File: src/sv/tse_pkg.sv
// Shared types and constants for the TLS server-name extractor.
// Used by tse_front, tse_parser and tls_sni_extract; depends on nothing.
package tse_pkg;

  // Width of the saturating byte offset counter
  localparam int OFFSET_BITS = 17;
  // Width of record end and field skip counters
  localparam int LEN_BITS    = 17;

  localparam logic [7:0] CONTENT_HANDSHAKE = 8'h16;
  localparam logic [7:0] HS_CLIENT_HELLO   = 8'h01;
  localparam logic [7:0] MIN_MAJOR_VERSION = 8'h03;
  // Record header is 5 bytes, then handshake type, length, version, random
  localparam int RECORD_HEADER_BYTES = 5;
  localparam int FIXED_BYTES         = 38;
  localparam int FIXED_LAST_OFFSET   = RECORD_HEADER_BYTES + FIXED_BYTES - 1;
  localparam int EXT_HEADER_BYTES    = 4;
  localparam int SNI_LIST_HEAD_BYTES = 3;
  localparam int LEN_FIELD_BYTES     = 2;

  // Register indexes
  localparam logic REG_MAX_NAME_LENGTH = 1'b0;

  typedef enum logic [3:0] {
    PH_HEAD      = 4'd0,
    PH_FIXED     = 4'd1,
    PH_SID_LEN   = 4'd2,
    PH_SID_BODY  = 4'd3,
    PH_CS_LEN_HI = 4'd4,
    PH_CS_LEN_LO = 4'd5,
    PH_CS_BODY   = 4'd6,
    PH_CM_LEN    = 4'd7,
    PH_CM_BODY   = 4'd8,
    PH_EXTS_LEN  = 4'd9,
    PH_EXT_HEAD  = 4'd10,
    PH_EXT_BODY  = 4'd11,
    PH_SNI_HEAD  = 4'd12,
    PH_NAME_LEN  = 4'd13,
    PH_NAME      = 4'd14
  } phase_t;

  // One classified input item as held in the queue
  typedef struct packed {
    logic       is_zero;
    logic       start;
    logic [7:0] data;
  } item_t;

endpackage

File: src/sv/tse_front.sv
// Input side of the extractor: accepts bytes, tags zero bytes and queues them.
// Depends on tse_pkg.
module tse_front import tse_pkg::*; (
  input  logic        clk,
  input  logic        rst,
  input  logic        in_valid,
  output logic        in_ready,
  input  logic [7:0]  in_data,
  input  logic        in_start,
  output logic        q_valid,
  input  logic        q_pop,
  output item_t       q_item
);

  item_t      slots [2];
  logic       wr_ptr;
  logic       rd_ptr;
  logic [1:0] count;
  logic       push;

  assign in_ready = (count != 2'd2);
  assign push     = in_valid && in_ready;
  assign q_valid  = (count != 2'd0);
  assign q_item   = slots[rd_ptr];

  // Store the classified item
  always_ff @(posedge clk) begin
    if (push) begin
      slots[wr_ptr] <= '{is_zero: (in_data == 8'd0), start: in_start, data: in_data};
    end
  end

  // Advance pointers and occupancy
  always_ff @(posedge clk) begin
    if (rst) begin
      wr_ptr <= 1'b0;
      rd_ptr <= 1'b0;
      count  <= 2'd0;
    end else begin
      if (push) wr_ptr <= ~wr_ptr;
      if (q_pop) rd_ptr <= ~rd_ptr;
      case ({push, q_pop})
        2'b10:   count <= count + 2'd1;
        2'b01:   count <= count - 2'd1;
        default: count <= count;
      endcase
    end
  end

endmodule

File: src/sv/tse_parser.sv
// Back end of the extractor: ClientHello walk and result output register.
// Depends on tse_pkg; fed by tse_front.
module tse_parser import tse_pkg::*; (
  input  logic        clk,
  input  logic        rst,
  input  logic [7:0]  max_name_length,
  input  logic        q_valid,
  output logic        q_pop,
  input  item_t       q_item,
  output logic        out_valid,
  input  logic        out_ready,
  output logic [7:0]  out_name_byte,
  output logic        out_rejected,
  output logic        out_last
);

  localparam logic [OFFSET_BITS-1:0] OFFSET_MAX = '1;

  phase_t                 phase, phase_next;
  logic [OFFSET_BITS-1:0] byte_offset, byte_offset_next;
  logic [LEN_BITS-1:0]    record_end, record_end_next;
  logic [LEN_BITS-1:0]    skip_remaining, skip_remaining_next;
  logic [7:0]             length_high_byte, length_high_byte_next;
  logic                   extension_is_name, extension_is_name_next;
  logic [7:0]             name_remaining, name_remaining_next;
  logic                   finished, finished_next;

  logic                   emit;
  logic [7:0]             emit_byte;
  logic                   emit_rejected;
  logic                   emit_last;

  // Take an item whenever the output register is free or draining
  assign q_pop = q_valid && (!out_valid || out_ready);

  // Next parser state for the byte at the head of the queue
  always_comb begin
    logic [7:0]             b;
    logic [OFFSET_BITS-1:0] pos;
    logic [15:0]            len16;
    logic [2:0]             idx;
    logic                   reject;
    b     = q_item.data;
    phase_next             = phase;
    byte_offset_next       = byte_offset;
    record_end_next        = record_end;
    skip_remaining_next    = skip_remaining;
    length_high_byte_next  = length_high_byte;
    extension_is_name_next = extension_is_name;
    name_remaining_next    = name_remaining;
    finished_next          = finished;
    emit          = 1'b0;
    emit_byte     = 8'd0;
    emit_rejected = 1'b0;
    emit_last     = 1'b0;
    reject        = 1'b0;
    if (q_item.start) begin
      phase_next             = PH_HEAD;
      byte_offset_next       = '0;
      record_end_next        = '0;
      skip_remaining_next    = '0;
      length_high_byte_next  = 8'd0;
      extension_is_name_next = 1'b0;
      name_remaining_next    = 8'd0;
      finished_next          = 1'b0;
    end
    pos   = byte_offset_next;
    len16 = {length_high_byte_next, b};
    idx   = 3'(EXT_HEADER_BYTES) - skip_remaining_next[2:0];
    if (!finished_next) begin
      case (phase_next)
        PH_HEAD: begin
          if (pos == OFFSET_BITS'(0) && b != CONTENT_HANDSHAKE) reject = 1'b1;
          if (pos == OFFSET_BITS'(1) && b < MIN_MAJOR_VERSION) reject = 1'b1;
          if (pos == OFFSET_BITS'(3)) length_high_byte_next = b;
          if (pos == OFFSET_BITS'(4)) begin
            record_end_next = LEN_BITS'(len16) + LEN_BITS'(RECORD_HEADER_BYTES);
            phase_next = PH_FIXED;
          end
        end
        PH_FIXED: begin
          if (pos == OFFSET_BITS'(RECORD_HEADER_BYTES) && b != HS_CLIENT_HELLO) begin
            reject = 1'b1;
          end
          if (pos >= OFFSET_BITS'(FIXED_LAST_OFFSET)) phase_next = PH_SID_LEN;
        end
        PH_SID_LEN: begin
          skip_remaining_next = LEN_BITS'(b);
          phase_next = q_item.is_zero ? PH_CS_LEN_HI : PH_SID_BODY;
        end
        PH_CS_LEN_HI: begin
          length_high_byte_next = b;
          phase_next = PH_CS_LEN_LO;
        end
        PH_CS_LEN_LO: begin
          skip_remaining_next = LEN_BITS'(len16);
          phase_next = (len16 == 16'd0) ? PH_CM_LEN : PH_CS_BODY;
        end
        PH_CM_LEN: begin
          if (q_item.is_zero) begin
            phase_next = PH_EXTS_LEN;
            skip_remaining_next = LEN_BITS'(LEN_FIELD_BYTES);
          end else begin
            phase_next = PH_CM_BODY;
            skip_remaining_next = LEN_BITS'(b);
          end
        end
        PH_SID_BODY, PH_CS_BODY, PH_CM_BODY, PH_EXTS_LEN, PH_EXT_BODY,
        PH_SNI_HEAD: begin
          if (skip_remaining_next != '0) begin
            skip_remaining_next = skip_remaining_next - LEN_BITS'(1);
          end
          if (skip_remaining_next == '0) begin
            case (phase_next)
              PH_SID_BODY: phase_next = PH_CS_LEN_HI;
              PH_CS_BODY:  phase_next = PH_CM_LEN;
              PH_CM_BODY: begin
                phase_next = PH_EXTS_LEN;
                skip_remaining_next = LEN_BITS'(LEN_FIELD_BYTES);
              end
              PH_SNI_HEAD: begin
                phase_next = PH_NAME_LEN;
                skip_remaining_next = LEN_BITS'(LEN_FIELD_BYTES);
              end
              default: begin
                phase_next = PH_EXT_HEAD;
                skip_remaining_next = LEN_BITS'(EXT_HEADER_BYTES);
              end
            endcase
          end
        end
        PH_EXT_HEAD: begin
          if (idx == 3'd0) begin
            // Whole extension header must fit before the record end
            if (({1'b0, pos} + (OFFSET_BITS+1)'(EXT_HEADER_BYTES)) >
                (OFFSET_BITS+1)'(record_end_next)) begin
              reject = 1'b1;
            end
            extension_is_name_next = q_item.is_zero;
          end else if (idx == 3'd1) begin
            extension_is_name_next = extension_is_name_next && q_item.is_zero;
          end else if (idx == 3'd2) begin
            length_high_byte_next = b;
          end
          if (skip_remaining_next != '0) begin
            skip_remaining_next = skip_remaining_next - LEN_BITS'(1);
          end
          if (idx >= 3'd3) begin
            if (extension_is_name_next) begin
              phase_next = PH_SNI_HEAD;
              skip_remaining_next = LEN_BITS'(SNI_LIST_HEAD_BYTES);
            end else if (len16 == 16'd0) begin
              phase_next = PH_EXT_HEAD;
              skip_remaining_next = LEN_BITS'(EXT_HEADER_BYTES);
            end else begin
              phase_next = PH_EXT_BODY;
              skip_remaining_next = LEN_BITS'(len16);
            end
          end
        end
        PH_NAME_LEN: begin
          if (skip_remaining_next >= LEN_BITS'(2)) begin
            // High byte of the name length must be zero
            if (!q_item.is_zero) reject = 1'b1;
            length_high_byte_next = b;
            skip_remaining_next = LEN_BITS'(1);
          end else begin
            if (q_item.is_zero || b > max_name_length) reject = 1'b1;
            name_remaining_next = b;
            skip_remaining_next = '0;
            phase_next = PH_NAME;
          end
        end
        PH_NAME: begin
          emit      = 1'b1;
          emit_byte = b;
          if (name_remaining_next != 8'd0) name_remaining_next = name_remaining_next - 8'd1;
          if (name_remaining_next == 8'd0) begin
            emit_last     = 1'b1;
            finished_next = 1'b1;
          end
        end
        default: reject = 1'b1;
      endcase
      if (reject) begin
        emit          = 1'b1;
        emit_byte     = 8'd0;
        emit_rejected = 1'b1;
        emit_last     = 1'b1;
        finished_next = 1'b1;
      end else if (byte_offset_next != OFFSET_MAX) begin
        byte_offset_next = byte_offset_next + OFFSET_BITS'(1);
      end
    end
  end

  // Parser state register
  always_ff @(posedge clk) begin
    if (rst) begin
      phase             <= PH_HEAD;
      byte_offset       <= '0;
      record_end        <= '0;
      skip_remaining    <= '0;
      length_high_byte  <= 8'd0;
      extension_is_name <= 1'b0;
      name_remaining    <= 8'd0;
      finished          <= 1'b0;
    end else if (q_pop) begin
      phase             <= phase_next;
      byte_offset       <= byte_offset_next;
      record_end        <= record_end_next;
      skip_remaining    <= skip_remaining_next;
      length_high_byte  <= length_high_byte_next;
      extension_is_name <= extension_is_name_next;
      name_remaining    <= name_remaining_next;
      finished          <= finished_next;
    end
  end

  // Output register: load a result, drop it once taken
  always_ff @(posedge clk) begin
    if (rst) begin
      out_valid <= 1'b0;
    end else if (q_pop && emit) begin
      out_valid <= 1'b1;
    end else if (out_ready) begin
      out_valid <= 1'b0;
    end
  end

  always_ff @(posedge clk) begin
    if (q_pop && emit) begin
      out_name_byte <= emit_byte;
      out_rejected  <= emit_rejected;
      out_last      <= emit_last;
    end
  end

endmodule

File: src/sv/tls_sni_extract.sv
// TLS server-name extractor: one byte in per cycle from the client stream
// while the output is not stalled; each byte passes a two-entry queue
// (tse_front) to the parser (tse_parser), whose state update and output
// register set the rate of one byte per clock, through the queue and then
// the output register. A byte with tuser set restarts parsing. Name bytes
// come out with tlast on the final one; a malformed hello, an oversized or
// empty name gives one result with tuser set, tdata zero and tlast high.
// After that, bytes are swallowed until the next restart. max_name_length
// sits at byte address 0 of the APB port and resets to 255.
module tls_sni_extract import tse_pkg::*; (
  input  logic        clk,
  input  logic        rst,
  input  logic        s_axis_tvalid,
  output logic        s_axis_tready,
  input  logic [7:0]  s_axis_tdata,   // [7:0] data_byte
  input  logic [0:0]  s_axis_tuser,   // [0] start_of_connection
  output logic        m_axis_tvalid,
  input  logic        m_axis_tready,
  output logic [7:0]  m_axis_tdata,   // [7:0] name_byte
  output logic [0:0]  m_axis_tuser,   // [0] rejected
  output logic        m_axis_tlast,
  input  logic        psel,
  input  logic        penable,
  input  logic        pwrite,
  input  logic [2:0]  paddr,
  input  logic [31:0] pwdata,
  output logic [31:0] prdata,
  output logic        pready
);

  logic [7:0] max_name_length;
  logic       q_valid;
  logic       q_pop;
  item_t      q_item;
  logic       rejected;

  // Configuration register
  assign pready = 1'b1;
  assign prdata = (paddr[2] == REG_MAX_NAME_LENGTH) ? {24'd0, max_name_length} : 32'd0;

  always_ff @(posedge clk) begin
    if (rst) begin
      max_name_length <= 8'd255;
    end else if (psel && penable && pwrite && pready &&
                 paddr[2] == REG_MAX_NAME_LENGTH) begin
      max_name_length <= pwdata[7:0];
    end
  end

  tse_front u_front (
    .clk      (clk),
    .rst      (rst),
    .in_valid (s_axis_tvalid),
    .in_ready (s_axis_tready),
    .in_data  (s_axis_tdata),
    .in_start (s_axis_tuser[0]),
    .q_valid  (q_valid),
    .q_pop    (q_pop),
    .q_item   (q_item)
  );

  tse_parser u_parser (
    .clk             (clk),
    .rst             (rst),
    .max_name_length (max_name_length),
    .q_valid         (q_valid),
    .q_pop           (q_pop),
    .q_item          (q_item),
    .out_valid       (m_axis_tvalid),
    .out_ready       (m_axis_tready),
    .out_name_byte   (m_axis_tdata),
    .out_rejected    (rejected),
    .out_last        (m_axis_tlast)
  );

  assign m_axis_tuser = rejected;

endmodule
File: config.mk
export PLATFORM = sky130hd
export DESIGN_NAME = tls_sni_extract
export DESIGN_NICKNAME = d
export VERILOG_FILES = /design/src/sv/tse_pkg.sv /design/src/sv/tse_front.sv /design/src/sv/tse_parser.sv /design/src/sv/tls_sni_extract.sv
export SDC_FILE = /design/constraint.sdc
export NUM_CORES = 1
export LEC_CHECK = 0
export ABC_AREA = 1
export BUFFER_PORTS_ARGS = -buffer_cell sky130_fd_sc_hd__buf_2
export CELL_PAD_IN_SITES_DETAIL_PLACEMENT = 0
export CELL_PAD_IN_SITES_GLOBAL_PLACEMENT = 1
export CORE_ASPECT_RATIO = 0.7
export CORE_UTILIZATION = 41
export CTS_CLUSTER_DIAMETER = 80
export DETAILED_ROUTE_END_ITERATION = 7
export PLACE_DENSITY = 0.78
export SLEW_MARGIN = 10
export SYNTH_ARGS = -nofsm -noshare
export SYNTH_HDL_FRONTEND = slang
export SYNTH_SLANG_ARGS = --single-unit
File: constraint.sdc
create_clock -name clk -period 12.2 [get_ports clk]
set_clock_uncertainty 0.1 [all_clocks]
set_input_delay 1.22 -clock clk [delete_from_list [all_inputs] [get_ports clk]]
set_output_delay 1.22 -clock clk [all_outputs]
set_load 0.01 [all_outputs]
**Yosys cells after proc, flatten, opt, wreduce, memory -nomap -nowiden**

Memory sizes are Yosys's and may differ from the RTL's. A register that Yosys moved wholly into a read port is not among the register bits.
Cells that the tools add are included.

- Flip-flop bits (word level): 96
- Bits in latches: 0
- RAM bits: 20
- Memory bits (read-only): 0
- Bits of input ports: 51
- Output and inout bits: 45
- Memories kept: 1

- Add/subtract/negate cells: 8
- $mul: 0
- Div/mod/pow operators: 0
- $lt $le $gt $ge: 6
- Equality and inequality tests: 26
- Shift-type cells: 0
- Multiplexer cells: 84
- Bitwise logic cells: 4
- Reductions and logical operators: 30

Memory list:

| name | depth | bits a word | read ports | clocked after memory_dff | write ports | RTL line | source |
|---|---|---|---|---|---|---|---|
| u_front.slots | 2 | 10 | 1 | 1 | 1 | tse_front.sv:15 | `item_t slots [2];` |

Operator list:

| kind | number |
|---|---|
| 17-bit 2-to-1 mux | 16 |
| 8-bit 2-to-1 mux | 15 |
| 17-bit one-hot mux with 6 select lines | 1 |
| 4-bit one-hot mux with 9 select lines | 1 |
| 1-bit 2-to-1 mux | 35 |
| 17-bit by 3-bit equality test with 1-bit output, second input constant | 2 |
| 17-bit logical NOT | 2 |
| 17-bit one-hot mux with 2 select lines | 1 |
| 4-bit 2-to-1 mux | 8 |
| 8-bit one-hot mux with 4 select lines | 1 |
| 4-bit equality test, second input constant | 7 |
| 17-bit by 3-bit adder with 18-bit output, second input constant | 1 |
| 18-bit by 17-bit greater-than comparator with 1-bit output | 1 |
| 16-bit by 3-bit adder with 17-bit output, second input constant | 1 |
| 17-bit by 1-bit adder with 17-bit output, second input constant | 1 |
| 17-bit by 1-bit equality test with 1-bit output, second input constant | 1 |
| 17-bit by 2-bit equality test with 1-bit output, second input constant | 1 |
| 17-bit by 2-bit greater-or-equal comparator with 1-bit output, second input constant | 1 |
| 17-bit by 6-bit greater-or-equal comparator with 1-bit output, second input constant | 1 |
| 17-bit != test, second input constant | 1 |
| 17-bit nonzero test | 1 |
| 17-bit by 1-bit subtractor with 17-bit output, second input constant | 1 |
| 4-bit by 3-bit equality test with 1-bit output, second input constant | 4 |
| 16-bit logical NOT | 1 |
| 35 further kinds | 53 |

**Depth between registers and ports, before layout**

Gate-level depths: netlist of run 1.

- Word-level depth: 11
- Gate-level depth with buffers: 36
- Mapped depth without buffers: 34

**Modules after synthesis**

A second synthesis of run 1 with hierarchy kept.

- Cell total of the unflattened synthesis: 1433
- Area, all modules: 9509.1 um^2

By module, submodules not included:

| module | instances | cells an instance | area each (um^2) | sequential area each (um^2) |
|---|---|---|---|---|
| tse_parser | 1 | 1280 | 7890.1 | 1781.7 |
| tse_front | 1 | 71 | 1036.0 | 700.7 |
| tls_sni_extract | 1 | 82 | 583.1 | 160.2 |

**Worst setup path before layout of run 1**

OpenSTA, ideal clock, no wires.

- Kind: reg2reg
- From: register with a tool-made name
- To: register u_parser.out_last (enable)
- Setup time: 0.338 ns
- Data arrival time: 3.612 ns
- Required time: 11.762 ns
- Setup slack: 8.151 ns
- Cell stages (with the launch flop): 31
- Cells stage by stage: dfxtp_1 inv_2 nand2_4 nand2_2 buf_8 buf_6 nor2_1 ha_1 inv_1 nor2_4 nand2_1 nor2_1 and3_1 xnor2_1 ha_1 nand2_1 inv_1 nand3_1 nor2_1 nand2_1 nand2_1 nand2_1 nand2_1 nand2_1 nand2_1 nand2_1 nand2_1 nand2_1 nand2_2 o21ai_0 inv_1

RTL lines:

| item | RTL line | source |
|---|---|---|
| to (signal assigned) | tse_parser.sv:235 | `out_last <= emit_last;` |
| to (decl) | tse_parser.sv:14 | `output logic out_last` |

==> results.ini, run 1 <==
[place]
io_buffers=44
dp_hpwl_um=23300
routabilityCongestion=0.948
dp_cells=1805
place_area_um2=9900

[floorplan]
die_h_um=130
die_area_um2=23900
rows=46
die_w_um=184
start_util_pct=41.9
io_pins=96
core-area_um2=22700

[global_route]
grt_overflow_total=0
grt_usage_pct=27.6
grt_max_degree=61
grt_pass1_vias=8849
grt_antenna_before_repair=0
grt_pass1_wl_um=49900

[worst_setup_path]
critPathKind=flop to flop
crit_path_start_kind=flop
crit_arrival_ns=5.44
timing.critical_path.mode_cell=nand2_1
required_ns=12.17
crit_fanout=52
cp_slowest_cell=dfxtp_1
cpPeakStageDelay_ns=0.68
end_kind=flop
reg2regPathDepth=27

[job]
maxCapViolations=0

[synth]
synth_warnings=0
synthCells=1486
synth-edff-count=30
seq_area_frac_synth_pct=27.7
synth_cell_types=51
async_reset_ff_share_pct=0
ys.flop_type=dfxtp_1
syn_area_per_cell_um2=6.41
ys_ff_latch=117
syn_area_um2=9530

[layout]
layout.nets=1608
final_cell_mix=402 x nand2_1, 158 x nor2_1, 156 x inv_1
drive_gt1_share_pct=9.38
fin_cells=1836
final_area_um2=10500
fillCellCount=2442
synthToLayoutAreaGrowth_pct=10.5
seqCellArea_um2=2640
multiInputGateArea_um2=5890
layout_commonest_cell=nand2_1
antennaDiodeCount=0
utilization_pct=46.3

[clocking]
cts_resized=0
clock_latency_ns=0.44
postCtsSetupBuffers=0
postCtsHoldBufs=0
h-tree-depth=4
cts_tree=built
cts_sinks=117
clockBufferDepth=2
numCtsBuffers=17
clk_pin_slew_worst_paths_ns=0.06
root_buffer=clkbuf_16

[sta]
fmax_mhz=183
setup_viol=0
min_period_over_period_pct=44.8
slew_headroom_pct=37.9
rsz0062_at_grt=false
period_minus_slack_ns=5.46
worstMarginPinSlew_ns=0.930
finalSetupTns_ns=0
hold_ws_ns=0.345
drv_slew=0
hold_viol=0

[route]
totalWireLength_um=32100
drt-pass1-iter-count=6
drt-wirelength-per-cell_um=17.5
via_count=9957
viasPerCell=5.42
drc=0
drtIter0Drc=1168
ant_nets=0

[min_path]
min-delay-path-class=flop to flop
hold_path_depth=1

[power_and_ir_drop]
p_per_area_nw_per_um2=196
peakVddDrop_uv=240
p_leak_nw=4.61

[status]
status=complete, no violations

-- per-stage QoR --
step	setup WS, ns	total power, mW
after floorplan	8.15	1.20
after global placement	6.83	1.49
after detailed placement	6.80	1.49
after CTS	6.77	2.05
after global routing	6.13	2.19
final	6.74	2.06
-- power breakdown --
part	switching (mW)	internal [mW]	total [mW]
Combinational	0.725	0.265	0.990
Clock	0.210	0.343	0.553
Sequential	0.0432	0.471	0.514
-- state kept, by name, indices dropped and copies added (netlist names), 2 cells and up, named ones only --
name                       count
max_name_length                8
u_front.count                  2
u_front.slots                 20
u_parser.byte_offset          17
u_parser.length_high_byte      8
u_parser.name_remaining        8
u_parser.out_name_byte         8
u_parser.phase                 4
u_parser.record_end           17
u_parser.skip_remaining       17
-- Yosys cell counts (23+ instances only) --
| cell type | n | area (um^2) |
|---|---|---|
| a21oi_1 | 113 | 566 |
| buf_4 | 25 | 188 |
| clkbuf_1 | 33 | 124 |
| dfxtp_1 | 87 | 1740 |
| edfxtp_1 | 30 | 901 |
| ha_1 | 45 | 563 |
| inv_1 | 156 | 586 |
| nand2_1 | 402 | 1510 |
| nand3_1 | 91 | 455 |
| nand4_1 | 23 | 144 |
| nor2_1 | 158 | 593 |
| o211ai_1 | 36 | 270 |
| o21ai_0 | 87 | 435 |
| xor2_1 | 26 | 228 |
-- layout make-up --
| cell class | instances | share of cell area [%] |
|---|---|---|
| multi-input cells | 1144 | 56.0 |
| flip-flops and latches | 117 | 25.1 |
| inverters | 174 | 6.20 |
| clock buffers | 17 | 4.04 |
| well taps | 312 | 3.71 |
| repair buffers | 58 | 3.09 |
| clock inverters | 14 | 1.88 |
-- cell families (layout without fill, tap and decap cells) --
family | count (synthesis) | after routing | share of synthesized area, %
simple gates | 738 | 738 | 33.5
other cells | 2 | 25 | 0.0788
xor+xnor | 32 | 32 | 2.94
buf+inv | 248 | 263 | 11.4
mux | 1 | 1 | 0.105
fa+ha+maj | 45 | 45 | 5.91
flops | 117 | 117 | 27.7
compound gates | 303 | 303 | 18.3
-- worst max-delay path: cells and delay by family, from the launching register on --
| kind | cells | cell delay (ns) |
|---|---|---|
| buffers and inverters | 4 | 1.34 |
| flip-flops | 1 | 0.68 |
| XOR/XNOR | 1 | 0.18 |
| AND/OR/NAND/NOR | 20 | 2.34 |
| adder cells (fa/ha/maj) | 1 | 0.31 |
| AO/OA/AOI/OAI | 1 | 0.10 |
-- final timing paths --
check	from	to	slack [ns]
worst max register to register	flop	u_parser.out_name_byte[5]	6.74
worst max-delay path	flop	u_parser.out_name_byte[5]	6.74
worst min register to register	u_front.rd_ptr	flop	0.35
worst min-delay path	u_front.rd_ptr	flop	0.35
-- metal layers --
metal	up-vias	wire, um	global-route usage [%]
met4	0	370	6.23
met3	32	3250	7.17
met1	4527	15600	41.1
li1	4947	-	-
met5	-	0	0
met2	451	12900	39.3
No activity file was read; power rests on OpenSTA's default activity.
==> inputs of run 2 (changes only) <==
==> constraint.sdc (replaced) <==
create_clock -name clk -period 5.4 [get_ports clk]
set_clock_uncertainty 0.1 [all_clocks]
set_input_delay 0.54 -clock clk [delete_from_list [all_inputs] [get_ports clk]]
set_output_delay 0.54 -clock clk [all_outputs]
set_load 0.01 [all_outputs]
==> run 2 against run 1 <==
Compared with the run above:
- highest routed layer unchanged
- die area is the same
- sequential share of layout area is essentially flat
- critical path type unchanged
- non-clock buffer count grew 8
- global-route usage grew 0.64 points
- hold slack lost 0.13 ns
- routed wire length grew 0.84%
- first-iteration DRC count grew 2.7%
- setup slack lost 6.1 ns
- largest power group unchanged
- utilization is essentially flat
- sequential power grew 130%
==> results.ini, run 2 (synthesis gave the netlist of run 1 again) <==
[layout]
layout_commonest_cell=nand2_1
seqCellArea_um2=2640  ; about the same
largest_reg_flops=20  ; unchanged
layout.nets=1616  ; +0.50%
regMostFlops=u_front.slots
fillCellCount=2415  ; -1.1%
final_area_um2=10500  ; about the same
antennaDiodeCount=0  ; unchanged
final_cell_mix=402 x nand2_1, 158 x nor2_1, 156 x inv_1
synthToLayoutAreaGrowth_pct=10.6  ; about the same
drive_gt1_share_pct=9.92  ; +0.53 points
multiInputGateArea_um2=5890  ; unchanged

[min_path]
min-delay-path-class=input port to flop
min_from=s_axis_tdata[0]
hold_path_end=u_front.slots[0][0]
hold_path_depth=1  ; unchanged

[sta]
min_period_over_period_pct=87.6  ; +43 points
worstMarginPinSlew_ns=1.22  ; +0.291 ns
fin_ws_ns=0.669  ; -6.07 ns
fmax_mhz=211  ; +15%
hold_viol=0  ; unchanged
finalSetupTns_ns=0  ; unchanged
setup_viol=0  ; unchanged
rsz0062_at_grt=false
period_minus_slack_ns=4.73  ; -0.733 ns
slew_headroom_pct=18.5  ; -19 points
drv_slew=0  ; unchanged

[place]
dp_hpwl_um=23900  ; +2.4%
dpl_worst_slack_ns=0.548  ; -6.25 ns
place_area_um2=9960  ; +0.61%
routabilityCongestion=0.956  ; +0.84%
io_buffers=44  ; unchanged

[power_and_ir_drop]
p_leak_nw=4.61  ; about the same
p_comb_share_pct=50.0  ; +1.9 points
p_clk_share_pct=24.6  ; -2.3 points
sw_frac_of_total_pct=49.1  ; +1.6 points
p_int_mw=2.33  ; +120%
seq_power_share_pct=25.4  ; +0.4 points
peakVddDrop_uv=579  ; +140%
power.switching_mw=2.25  ; +130%
p_per_area_nw_per_um2=435  ; +120%

[worst_setup_path]
critPathBufInv=4  ; unchanged
crit_fanout=16  ; -69%
cp_slowest_cell=dfxtp_2
critPathKind=flop to flop
cpPeakStageDelay_ns=0.52  ; -0.16 ns
timing.critical_path.mode_cell=nand2_1
reg2regPathDepth=28  ; +3.7%
crit_arrival_ns=4.70  ; -0.74 ns
regToRegEndpoint=u_parser.out_name_byte[0]
end_kind=flop
required_ns=5.36  ; -6.81 ns
crit_path_start_kind=flop
cp_top_family=simple AND/OR/NAND/NOR gates
regToRegSetupSlack_ns=0.67  ; -6.07 ns

[global_route]
grt_antenna_before_repair=0  ; unchanged
grt_pass1_wl_um=51100  ; +2.4%
grt_overflow_total=0  ; unchanged
grt_pass1_vias=9081  ; +2.6%
grt_max_degree=56  ; -8.2%
grt_usage_pct=28.3  ; +0.64 points

[route]
viasPerCell=5.45  ; +0.55%
met2_length_um=12800  ; -0.89%
wl_met1_um=16300  ; +4.5%
top_layer=met4
totalWireLength_um=32300  ; +0.84%
ant_nets=0  ; unchanged
drt-wirelength-per-cell_um=17.5  ; +0.35%
wl_met3_um=2730  ; -16%
drt-pass1-iter-count=5  ; -1
via_count=10100  ; +1.0%
drc=0  ; unchanged
drtIter0Drc=1200  ; +2.7%

[clocking]
clk_pin_slew_worst_paths_ns=0.06  ; about the same
h-tree-depth=4  ; unchanged
numCtsBuffers=17  ; unchanged
cts_sinks=117  ; unchanged
clock_latency_ns=0.43  ; about the same
cts_tree=built
clockBufferDepth=2  ; unchanged
root_buffer=clkbuf_16

[status]
status=complete, no violations

[floorplan]
core-area_um2=22700  ; unchanged
die_w_um=184  ; unchanged
io_pins=96  ; unchanged
die_h_um=130  ; unchanged
start_util_pct=41.9  ; unchanged
die_area_um2=23900  ; unchanged
rows=46  ; unchanged

[job]
maxCapViolations=0  ; unchanged

==> run 2: final cells by class <==
| cell class | instances | area share [%] |
|---|---|---|
| multi-input combinational | 1144 | 55.9 |
| sequential | 117 | 25.1 |
| tap | 312 | 3.71 |
| timing repair buffer | 66 | 3.66 |
| clock inverter | 14 | 1.35 |
| clock buffer | 18 | 4.07 |
| inverter | 174 | 6.20 |
==> run 2: how the worst max path moves through the flow <==
stage,from,to,slack [ns],depth (start not counted)
floorplan,flop,u_parser.out_last,1.35,30
global placement,flop,u_parser.out_name_byte[6],0.64,28
detailed placement,flop,u_parser.out_name_byte[2],0.55,28
CTS,flop,u_parser.out_name_byte[5],0.54,28
global route,flop,u_parser.out_name_byte[7],0.20,28
finish,flop,u_parser.out_name_byte[0],0.67,28
==> run 2: power by group through the flow <==
stage,Sequential (mW),Clock (mW),Combinational [mW]
2_1_floorplan,1.16,0,1.55
3_3_place_gp,1.17,0,2.21
3_5_place_dp,1.17,0,2.23
4_1_cts,1.16,1.14,2.24
5_1_grt,1.18,1.18,2.52
6_report,1.16,1.13,2.29
==> run 2: what timing repair did <==
action | 4_1_cts | 5_1_grt
endpoints found under the setup margin | 0 | 10
hold buffers | 0 | 0
resized for setup | 0 | 1
buffers inserted | 0 | 0
==> run 2: metal layers <==
metal | track usage, % | vias up
li1 | - | 4950
met1 | 42.9 | 4672
met2 | 40.3 | 403
met3 | 4.67 | 36
met4 | 8.43 | 0
met5 | 0 | -
==> run 2: through the flow <==
stage	utilization, %	std cells	hold WS, ns	power (mW)
final	46.3	1845	0.211	4.58
after global routing	46.3	1845	0.203	4.88
after CTS	46.3	1845	0.194	4.54
after detailed placement	43.8	1813	0.351	3.40
after global placement	43.8	1813	0.337	3.39
after floorplan	-	1509	0.326	2.71
==> inputs of run 3 (changes only) <==
--- a/config.mk
+++ b/config.mk
@@ -13,7 +13,7 @@
 export CORE_UTILIZATION = 41
 export CTS_CLUSTER_DIAMETER = 80
 export DETAILED_ROUTE_END_ITERATION = 7
-export PLACE_DENSITY = 0.78
+export PLACE_DENSITY_LB_ADDON = 0.1
 export SLEW_MARGIN = 10
 export SYNTH_ARGS = -nofsm -noshare
 export SYNTH_HDL_FRONTEND = slang
==> run 3 against run 2 <==
Compared with the run above:
- sequential share of layout area decreased by 0.13 points
- cell count increased by 0.27%
- final area increased by 0.49%
- largest power group unchanged
- non-clock buffer count increased by 5
- via count about the same
- highest routed layer unchanged
- critical path depth increased by 1
- critical endpoint is now u_parser.out_name_byte[7]
- setup slack improved by 0.072 ns
- flip-flop and latch count unchanged
- clock power about the same
- utilization increased by 0.23 points
- sequential power about the same
==> results.ini, run 3 (synthesis gave the netlist of run 1 again) <==
[status]
status=complete, no violations

[sta]
setup_viol=0  ; unchanged
rsz0062_at_grt=false
drv_slew=0  ; unchanged
finalSetupTns_ns=0  ; unchanged
fmax_mhz=215  ; +1.5%
worstMarginPinSlew_ns=1.05  ; -0.176 ns
slew_headroom_pct=28.3  ; +9.8 points
hold_viol=0  ; unchanged
period_minus_slack_ns=4.66  ; -0.0720 ns
min_period_over_period_pct=86.3  ; -1.3 points
hold_ws_ns=0.197  ; -0.0139 ns

[layout]
final_area_um2=10600  ; +0.49%
regMostFlops=u_front.slots
drive_gt1_share_pct=10.2  ; +0.29 points
largest_reg_flops=20  ; unchanged
layout_commonest_cell=nand2_1
layout.nets=1621  ; +0.31%
synthToLayoutAreaGrowth_pct=11.2
antennaDiodeCount=0  ; unchanged
final_cell_mix=402 x nand2_1, 158 x nor2_1, 156 x inv_1

[clocking]
cts_sinks=117  ; unchanged
cts_resized=0  ; unchanged
clock_latency_ns=0.45  ; +0.02 ns
root_buffer=clkbuf_16
postCtsHoldBufs=0  ; unchanged
clockBufferDepth=2  ; unchanged
clk_pin_slew_worst_paths_ns=0.07  ; about the same
numCtsBuffers=17  ; unchanged
cts_tree=built
postCtsSetupBuffers=0  ; unchanged
h-tree-depth=4  ; unchanged

[route]
drtIter0Drc=1054  ; -12%
totalWireLength_um=34300  ; +6.1%
drc=0  ; unchanged
via_count=10100  ; -0.099%
drt-wirelength-per-cell_um=18.5  ; +5.8%
viasPerCell=5.43  ; -0.37%
drt-pass1-iter-count=7  ; +2
ant_nets=0  ; unchanged

[global_route]
grt_usage_pct=29.6  ; +1.4 points
grt_overflow_total=0  ; unchanged
grt_pass1_vias=8995  ; -0.95%
grt_pass1_wl_um=52900  ; +3.5%
grt_max_degree=62  ; +11%
grt_antenna_before_repair=0  ; unchanged

[place]
dp_hpwl_um=25200  ; +5.5%
place_area_um2=10000  ; +0.38%
routabilityCongestion=0.937  ; -1.9%
io_buffers=44  ; unchanged

[power_and_ir_drop]
p_per_area_nw_per_um2=442  ; +1.7%
peakVddDrop_uv=285  ; -51%
p_leak_nw=4.65  ; +0.89%

[min_path]
min-delay-path-class=input port to flop

[worst_setup_path]
required_ns=5.38  ; +0.02 ns
timing.critical_path.mode_cell=nand2_1
cp_slowest_cell=inv_1
crit_fanout=11  ; -5
crit_arrival_ns=4.64  ; -0.06 ns
cpPeakStageDelay_ns=0.45  ; -0.07 ns
critPathKind=flop to flop
crit_path_start_kind=flop
end_kind=flop

[floorplan]
core-area_um2=22700  ; unchanged
die_area_um2=23900  ; unchanged
die_w_um=184  ; unchanged
start_util_pct=41.9  ; unchanged
rows=46  ; unchanged
io_pins=96  ; unchanged
die_h_um=130  ; unchanged

[job]
maxCapViolations=0  ; unchanged

[run 3: changes by cell type in the layout (fill, tap and decap cells not counted), sizes merged]
| cell | delta |
|---|---|
| clkinvlp | -3 |
| inv | +3 |
| clkinv | +2 |
| clkbuf | -1 |
| bufinv | -1 |
| buf | +5 |
[run 3: path summary, 6_finish.rpt]
path | depth (start not counted) | startpoint | slack (ns) | endpoint
min | 1 | s_axis_tdata[7] | 0.20 | u_front.slots[0][7]
max reg2reg | 29 | u_front.slots[0][8] | 0.74 | u_parser.out_name_byte[7]
min reg2reg | 2 | u_parser.record_end[4] | 0.37 | u_parser.record_end[4]
max | 29 | u_front.slots[0][8] | 0.74 | u_parser.out_name_byte[7]
[run 3: per-layer routing]
metal	track usage (%)	vias to the layer above	share of wire, %
li1	-	4959	-
met1	45.7	4630	52
met2	39.7	425	38
met3	7.08	37	9.2
met4	8.43	0	1.7
met5	0	-	0
[run 3: report_power, final]
part	internal, mW	switching, mW
Sequential	1.06	0.0845
Clock	0.617	0.544
Combinational	0.638	1.73
[run 3: through the flow]
step           power [mW]  setup WS, ns  util (%)  instances
2_1_floorplan        2.71          1.35         -       1509
3_3_place_gp         3.45         0.888      44.0       1818
3_5_place_dp         3.46         0.892      44.0       1818
4_1_cts              4.63         0.850      46.6       1850
5_1_grt              4.96         0.367      46.6       1850
6_report             4.68         0.741      46.6       1850
[run 3: worst max-delay path, delay by kind of cell, from the launching register on]
kind	cells	cell delay (ns)
buffers and inverters	5	0.82
flip-flops	1	0.43
XOR/XNOR	1	0.08
AO/OA/AOI/OAI	1	0.10
adder cells (fa/ha/maj)	2	0.53
AND/OR/NAND/NOR	20	2.25
[run 3: cell type report]
type | instances | area, um^2
clock buffer | 17 | 425
clock inverter | 15 | 161
fill | 2435 | 12100
inverter | 174 | 653
multi-input combinational | 1144 | 5890
sequential | 117 | 2640
tap | 312 | 390
timing repair buffer | 71 | 423
